===== src/vbb_pkg.sv =====
// Shared types and constants for the clamped 3x3x3 volume box blur.
package vbb_pkg;

	localparam int MAX_DIM  = 32;
	localparam int COORD_W  = $clog2(MAX_DIM);
	localparam int SIZE_W   = 6;
	localparam int ADDR_W   = 3 * COORD_W;
	localparam int SAMPLE_W = 16;
	localparam int TAPS     = 27;
	localparam int SUM_W    = SAMPLE_W + $clog2(TAPS);

	// floor(s / 27) == floor(s * DIV_MULT / 2^DIV_SHIFT) for every s below 2^SUM_W
	localparam int DIV_SHIFT = SUM_W + $clog2(TAPS);
	localparam int MULT_W    = 22;
	localparam logic [MULT_W-1:0] DIV_MULT = MULT_W'((64'd1 << DIV_SHIFT) / TAPS + 1);

	localparam int CFG_IDX_W = 2;
	localparam logic [CFG_IDX_W-1:0] CFG_SIZE_X = 2'd0;
	localparam logic [CFG_IDX_W-1:0] CFG_SIZE_Y = 2'd1;
	localparam logic [CFG_IDX_W-1:0] CFG_SIZE_Z = 2'd2;

	localparam logic FUNC_WRITE = 1'b0;
	localparam logic FUNC_QUERY = 1'b1;

	typedef struct packed {
		logic                func;
		logic [COORD_W-1:0]  pos_x;
		logic [COORD_W-1:0]  pos_y;
		logic [COORD_W-1:0]  pos_z;
		logic [SAMPLE_W-1:0] sample_in;
	} item_t;

	typedef struct packed {
		logic [SAMPLE_W-1:0] blurred;
		logic                out_of_range;
	} result_t;

endpackage


===== src/vbb_div27.sv =====
// Divide-by-27 unit: reciprocal multiply split into two partial products, three stages.
module vbb_div27 (
	input  logic                          clk,
	input  logic                          arst_n,
	input  logic                          start,
	input  logic [vbb_pkg::SUM_W-1:0]     sum,
	output logic                          done,
	output logic [vbb_pkg::SAMPLE_W-1:0]  quotient
);
	import vbb_pkg::*;

	localparam int LO_W  = 11;
	localparam int HI_W  = SUM_W - LO_W;
	localparam int PLO_W = LO_W + MULT_W;
	localparam int PHI_W = HI_W + MULT_W;
	localparam int TOT_W = PHI_W + LO_W + 1;

	logic              vld_s1, vld_s2, vld_s3;
	logic [PLO_W-1:0]  prod_lo_s1, prod_lo_s2;
	logic [HI_W-1:0]   sum_hi_s1;
	logic [PHI_W-1:0]  prod_hi_s2;
	logic [SAMPLE_W-1:0] quo_s3;
	logic [TOT_W-1:0]  total;

	assign total = {1'b0, prod_hi_s2, {LO_W{1'b0}}} + TOT_W'(prod_lo_s2);

	always_ff @(posedge clk or negedge arst_n) begin
		if (!arst_n) begin
			vld_s1 <= 1'b0;
			vld_s2 <= 1'b0;
			vld_s3 <= 1'b0;
		end else begin
			vld_s1 <= start;
			vld_s2 <= vld_s1;
			vld_s3 <= vld_s2;
		end
	end

	always_ff @(posedge clk) begin
		prod_lo_s1 <= PLO_W'(sum[LO_W-1:0]) * PLO_W'(DIV_MULT);
		sum_hi_s1  <= sum[SUM_W-1:LO_W];
		prod_lo_s2 <= prod_lo_s1;
		prod_hi_s2 <= PHI_W'(sum_hi_s1) * PHI_W'(DIV_MULT);
		quo_s3     <= total[DIV_SHIFT +: SAMPLE_W];
	end

	assign done     = vld_s3;
	assign quotient = quo_s3;

endmodule


===== config.mk =====
export PLATFORM = sky130hd
export DESIGN_NAME = vbb_div27
export DESIGN_NICKNAME = d
export VERILOG_FILES = /design/src/vbb_pkg.sv /design/src/vbb_div27.sv
export SDC_FILE = /design/constraint.sdc
export NUM_CORES = 1
export LEC_CHECK = 0
export BUFFER_PORTS_ARGS = -buffer_cell sky130_fd_sc_hd__buf_2
export CORE_ASPECT_RATIO = 0.8
export CORE_MARGIN = 2
export CORE_UTILIZATION = 55
export CTS_CLUSTER_SIZE = 10
export DETAILED_ROUTE_END_ITERATION = 10
export PLACE_DENSITY_LB_ADDON = 0.1
export SLEW_MARGIN = 25
export SYNTH_ARGS = -nofsm -noshare
export SYNTH_HDL_FRONTEND = slang
export SYNTH_SLANG_ARGS = --single-unit
export TNS_END_PERCENT = 30

===== constraint.sdc =====
create_clock -name clk -period 4.9 [get_ports clk]
set_input_delay 0.735 -clock clk [delete_from_list [all_inputs] [get_ports clk]]
set_output_delay 0.735 -clock clk [all_outputs]
set_load 0.005 [all_outputs]

==> impl_metrics.csv, run 1 <==
group,metric,value,unit
timing,max-slew-margin-rel,0.702,
cts,clock_sinks,101,
routing,via_per_inst,5.12,
place,gp_congestion,0.928,
synthesis,async_reset_ff_frac,0.0297,
grt,gr-total-overflow,0,
power_and_ir_drop,p_leak,5.92,nW
routing,dr_total_vias,6699,
setup_path,worstSetupPathType,"in -> reg",
routing,ant_nets,0,
grt,grt_max_degree,22,
grt,track_usage,0.218,
setup_path,reg2regPathDepth,14,
finish,finalNetCount,1403,
timing,fin_worst_skew,0.00639,ns
floorplan,fp.dieH,123,um
worst_hold_path,hold_class,"in -> async",
synthesis,ys_seq_area_frac,0.208,
floorplan,start_util,0.563,
routing,wl_per_cell,14.9,um
routing,wl,19500,um
routing,met1_length,11100,um
floorplan,die_area,18900,sq um
synthesis,synthCells,964,
routing,route.met2.wl,7380,um
finish,fin_area,11200,sq um
setup_path,crit_start,"sum[2]",
synthesis,yosys.area.top_type,"ha_1",
power_and_ir_drop,power.switching,3.78,mW
power_and_ir_drop,power_density,750,nW/um^2
setup_path,r2r-start,"sum_hi_s1[1]",
synthesis,yosys.area.top_type_share,0.248,
place,port_buffers,40,
setup_path,critPathArrivalTime,5.07,ns
cts,htree_levels,3,
timing,finalHoldViolCount,0,
synthesis,yosysMostFrequentCell,"inv_1",
synthesis,yosys-top-cells-area,"ha_1 25%, fa_1 22%, dfxtp_1 20%, inv_1 8.0%, xnor2_1 4.0%",
place,placed_area,10800,sq um
outcome,status,"complete, no violations",
power_and_ir_drop,p_clk_frac,0.086,
floorplan,core.rowCount,43,
timing,worst_pin_slew,0.447,ns
cts,cts-root-buf,"clkbuf_16",
synthesis,syn_nets,1289,
timing,whs,0.168,ns
timing,rsz0062_at_grt,"true",
setup_path,critPathCaptureType,"flop",
finish,antennaDiodeCount,0,
routing,met3_length,885,um
timing,min_period_over_period,0.978,
synthesis,synth_edf_count,0,
routing,highest_layer,"met4",
finish,drive_gt1_frac,0.152,
run,cap_violations,0,
setup_path,crit_fanout,4,
routing,drt_pass1_iterations,6,
power_and_ir_drop,combPwrFrac,0.747,
place,placedCellCount,1292,
cts,clk_path_buf_depth,2,
cts,cts_setup_buffers,0,
grt,grt_pass1_wl,32800,um
cts,clkLatencyLatePin,0.34,ns
timing,slew_viol_final,0,
timing,fin_crit,4.79,ns
synthesis,synth-seq-cells,101,
synthesis,synth_area,9780,sq um
timing,setup_viol,0,
power_and_ir_drop,pwr-share-seq,0.167,
routing,drt_iter0_markers,290,
finish,fillers,1484,
setup_path,required,5.18,ns
place,dp_hpwl,16800,um
grt,antenna_found_initial,0,
cts,cts_tree,"done",
timing,max_freq,209,MHz
floorplan,coreArea,17400,sq um
floorplan,ios,41,
finish,stdcell_count,1308,
finish,seqCellArea,2040,sq um
setup_path,start_kind,"input pin",
power_and_ir_drop,intPower,4.59,mW
power_and_ir_drop,peakVddDrop,0.373,mV
cts,clkTransAtPathRegs,0.08,ns
grt,grt_pass1_vias,6702,
cts,numCtsBuffers,9,
power_and_ir_drop,netSwitchingFraction,0.452,
synthesis,yosysWarnings,0,
finish,area_growth,14.1,%
synthesis,synth_cell_types,64,
finish,multiInputGateArea,7020,sq um
synthesis,yosys-top-cells-count,"209 x inv_1, 194 x ha_1, 107 x fa_1",
synthesis,synth_ff_type,"dfxtp_1",
floorplan,fp.dieW,153,um
routing,drc,0,
synthesis,avgSynthCellArea,10.1,sq um
[worst paths after layout]
| check | slack [ns] | endpoint |
|---|---|---|
| max | 0.11 | prod_lo_s1[32] |
| min | 0.17 | done |
| max reg2reg | 0.20 | prod_hi_s2[27] |
| min reg2reg | 0.33 | prod_lo_s2[12] |
| max in group asynchronous | 4.63 | vld_s2 |
| min in group clk | 0.33 | prod_lo_s2[12] |
[state kept, by name (all words and copies together) (netlist names)]
| signal | count |
|---|---|
| quotient | 16 |
| vld_s1 | 1 |
| prod_hi_s2 | 30 |
| prod_lo_s2 | 21 |
| sum_hi_s1 | 10 |
| prod_lo_s1 | 21 |
| done | 1 |
| vld_s2 | 1 |
[per-stage QoR]
step | total power, mW | TNS, ns | worst slack (ns) | util
final | 8.37 | 0 | 0.110 | 0.642
after global routing | 9.27 | -0.0834 | -0.0688 | 0.642
after CTS | 8.23 | 0 | 0.0527 | 0.638
after detailed placement | 7.46 | -2.05 | -0.320 | 0.620
after global placement | 7.39 | -1.59 | -0.286 | 0.620
after floorplan | 5.78 | 0 | 0.0191 | -
[cell families (layout without fill, tap and decap cells)]
kind of cell,Yosys count,in the layout,share of synthesized area
adders and majority gates,302,302,0.468
and+or+nand+nor,124,124,0.0669
buffers and inverters,216,335,0.0829
AOI/OAI and AO/OA,153,153,0.113
xor gates and xnor gates,67,67,0.0600
DFF,101,101,0.208
muxes,1,1,0.00102
[per-layer routing]
layer,vias up,global-route usage
li1,3411,-
met1,3173,0.357
met2,111,0.304
met5,-,0
met4,0,0.0231
met3,4,0.0389
[cells in the final DEF (no fill, tap or decap), types with 3 or more instances in the layout]
master,n
o21bai_1,4
nor3_1,5
xor2_1,22
nand2_1,23
a211oi_1,5
dfxtp_1,97
clkbuf_16,9
xnor2_1,45
buf_4,70
o21a_1,4
nand2b_1,4
o211ai_1,4
inv_1,208
fa_1,107
nor2_1,33
nand3_1,17
nor3b_1,3
a21o_1,32
nor2b_1,7
o21ai_0,17
nand4_1,11
ha_1,190
a21oi_2,6
dfrtp_1,3
and3_1,8
buf_2,40
a221oi_2,3
a31oi_1,6
ha_2,3
a21oi_1,33
a21boi_0,3
o21ba_2,3
[layout make-up]
type                            count  share of cell area
Multi-Input combinational cell    647               0.629
Sequential cell                   101               0.183
Inverter                          209              0.0703
Timing Repair Buffer              110              0.0650
Tap cell                          225              0.0252
Clock buffer                        9              0.0202
Clock inverter                      7             0.00774
[timing repair]
item | 4_1_cts | 5_1_grt
hold buffers | 0 | 0
gates resized for setup | 0 | 15
endpoints found under the setup margin | 0 | 10
hold endpoints to repair | 0 | 0
[power by group through the flow]
| stage | Combinational [mW] | Clock (mW) | Sequential, mW |
|---|---|---|---|
| floorplan | 4.39 | 0 | 1.39 |
| global placement | 5.97 | 0 | 1.42 |
| detailed placement | 6.03 | 0 | 1.42 |
| CTS | 6.09 | 0.739 | 1.40 |
| global route | 7.07 | 0.770 | 1.44 |
| finish | 6.25 | 0.718 | 1.40 |
[worst max-delay path, cell delays in order]
cell and delay, ns:
buf_2 0.12, fa_1 0.59, inv_1 0.07, fa_1 0.45, fa_1 0.49, inv_1 0.05, fa_1 0.47, inv_1 0.05
fa_1 0.51, inv_2 0.05, ha_4 0.25, a21oi_4 0.14, o21ai_2 0.10, a221oi_2 0.27, o21ai_2 0.15, a211o_1 0.32
a21oi_2 0.15, xnor2_1 0.11
(Power assumes the default switching activity.)
==> run 2: changes to the inputs <==
- CORE_UTILIZATION: 55 -> 58
- PLACE_DENSITY: default -> 0.79
- PLACE_DENSITY_LB_ADDON: 0.1 -> default
==> run 2 against run 1 <==
Compared with the run above: clock-buffer cell count unchanged; clock skew increased by 0.0047 ns; largest power group unchanged; highest routed layer unchanged; combinational power fell by 2%; global-route usage grew 2.4 points; non-clock buffer count is 5 lower; worst hold slack got worse by 0.013 ns; critical path depth unchanged; via count rose by 3.0%; die area shrank 5.0%.
==> impl_metrics.csv, run 2 (synthesis results as in run 1) <==
group,metric,value,unit
floorplan,core.rowCount,42,
setup_path,critPathArrivalTime,5.10,ns
timing,worst_pin_slew,0.492,ns
finish,final_cell_mix,"208 x inv_1, 193 x ha_1, 107 x fa_1",
place,placed_area,10700,sq um
grt,antenna_found_initial,0,
setup_path,path_cells,"buf_2 -> fa_1 -> inv_1 -> fa_1 -> fa_1 -> inv_1 -> fa_1 -> inv_1 -> fa_1 -> inv_2 -> ha_4 -> a21oi_2 -> o21ai_1 -> a221oi_2 -> o21ai_2 -> a211o_1 -> a21oi_2 -> xnor2_1",
routing,wl_per_cell,15.3,um
cts,clkLatencyLatePin,0.36,ns
floorplan,fp.dieH,120,um
finish,layout_commonest_cell,"inv_1",
timing,fin_worst_skew,0.0111,ns
timing,slew_viol_final,0,
floorplan,die_area,17900,sq um
place,placedCellCount,1281,
timing,rsz0062_at_grt,"true",
setup_path,crit_family,"adder cells",
power_and_ir_drop,power.switching,3.73,mW
grt,track_usage,0.241,
place,gp_congestion,0.928,
cts,numCtsBuffers,9,
setup_path,critPathCaptureType,"flop",
setup_path,critPathSlowestCell,"fa_1",
cts,cts_tree,"done",
timing,min_period_over_period,0.982,
routing,drc,0,
grt,grt_pass1_wl,34300,um
finish,fin_area,11100,sq um
floorplan,ios,41,
finish,largest_reg_flops,30,
setup_path,cpMostUsedCell,"fa_1",
grt,top_usage_layer,"met2",
power_and_ir_drop,combPwrFrac,0.744,
grt,grt_pass1_vias,7301,
setup_path,required,5.19,ns
setup_path,start_kind,"input pin",
timing,setup_viol,0,
finish,finalNetCount,1398,
timing,max_freq,208,MHz
finish,fillers,1287,
power_and_ir_drop,intPower,4.53,mW
cts,clk_path_buf_depth,2,
routing,wl,19900,um
grt,grt.met1_usage,0.344,
finish,seqCellArea,2040,sq um
grt,met3_usage,0.0582,
finish,stdcell_count,1298,
routing,drt_pass1_iterations,5,
power_and_ir_drop,netSwitchingFraction,0.452,
setup_path,cp_num_buf_inv,5,
cts,cts-root-buf,"clkbuf_16",
power_and_ir_drop,power_density,744,nW/um^2
place,port_buffers,40,
cts,clock_sinks,101,
timing,whs,0.155,ns
finish,reg_top3,"prod_hi_s2 (30), prod_lo_s1 (21), prod_lo_s2 (21)",
floorplan,fp.dieW,149,um
power_and_ir_drop,p_leak,5.90,nW
grt,gr-total-overflow,0,
finish,largest-register,"prod_hi_s2",
timing,finalHoldViolCount,0,
floorplan,start_util,0.593,
cts,htree_levels,3,
routing,ant_nets,0,
worst_hold_path,hold_class,"in -> async",
grt,grt_max_degree,22,
cts,clkTransAtPathRegs,0.08,ns
setup_path,cpPeakStageDelay,0.58,ns
timing,fin_crit,4.81,ns
routing,dr_total_vias,6900,
outcome,status,"complete, no violations",
timing,max-slew-margin-rel,0.671,
setup_path,crit_fanout,4,
power_and_ir_drop,pwr-share-seq,0.169,
power_and_ir_drop,p_clk_frac,0.087,
cts,hold_buffers,0,
finish,multiInputGateArea,6990,sq um
finish,area_growth,13.5,%
setup_path,worstSetupPathType,"in -> reg",
finish,antennaDiodeCount,0,
routing,drt_iter0_markers,344,
finish,drive_gt1_frac,0.145,
run,cap_violations,0,
power_and_ir_drop,peakVddDrop,0.368,mV
place,dp_hpwl,17000,um
floorplan,coreArea,16500,sq um
grt,met2_usage,0.377,
routing,via_per_inst,5.32,
## run 2: cell count changes in the layout (fill, tap and decap cells not counted), moves of 2 or more
cell	change
a21oi_1	+2
buf_4	-6
clkinv_8	+2
ha_1	+3
ha_2	-3
## run 2: worst register-to-register path, delay by kind of cell (launching register included)
kind,cells,cell delay (ns)
adder cells (fa/ha/maj),6,2.92
AO/OA/AOI/OAI,2,0.41
AND/OR/NAND/NOR,4,0.87
buffers and inverters,2,0.12
flip-flops,1,0.33
## run 2: path summary, 6_finish.rpt
kind / start / to / slack [ns] / cells after the start
max reg2reg: sum_hi_s1[1] / prod_hi_s2[27] / 0.19 / 14
min: arst_n / vld_s2 / 0.15 / 1
min in group clk: prod_lo_s1[28] / prod_lo_s2[28] / 0.32 / 0
max: sum[4] / prod_lo_s1[32] / 0.09 / 18
min reg2reg: prod_lo_s1[28] / prod_lo_s2[28] / 0.32 / 0
max in group asynchronous: arst_n / vld_s1 / 4.64 / 1
## run 2: routing by layer
layer | part of all wire | up-vias
met4 | 0.014 | 0
met2 | 0.43 | 150
li1 | - | 3407
met3 | 0.062 | 24
met1 | 0.49 | 3319
met5 | 0 | -
## run 2: power groups by stage
| stage | clock [mW] | sequential (mW) | combinational [mW] |
|---|---|---|---|
| after CTS | 0.730 | 1.40 | 6.03 |
| after floorplan | 0 | 1.39 | 4.39 |
| after detailed placement | 0 | 1.42 | 5.95 |
| final | 0.716 | 1.40 | 6.15 |
| after global placement | 0 | 1.41 | 5.79 |
| after global routing | 0.759 | 1.43 | 6.93 |
## run 2: area by class of cell
type | instances | area share
multi-input cells | 647 | 0.629
clock inverters | 7 | 0.00823
inverters | 209 | 0.0706
clock buffers | 9 | 0.0203
flip-flops and latches | 101 | 0.184
well taps | 220 | 0.0248
repair buffers | 105 | 0.0631
## run 2: stage by stage
stage | TNS, ns | power, mW | worst slack (ns) | utilization
after floorplan | 0 | 5.78 | 0.0191 | -
after global placement | -1.40 | 7.20 | -0.263 | 0.651
after detailed placement | -2.16 | 7.36 | -0.368 | 0.651
after CTS | 0 | 8.16 | 0.0137 | 0.670
after global routing | -0.164 | 9.12 | -0.0898 | 0.673
final | 0 | 8.26 | 0.0893 | 0.673
## run 2: repair_timing
| action | 4_1_cts | 5_1_grt |
|---|---|---|
| buffers inserted | 0 | 1 |
| resized for setup | 0 | 9 |
| endpoints found under the setup margin | 0 | 12 |
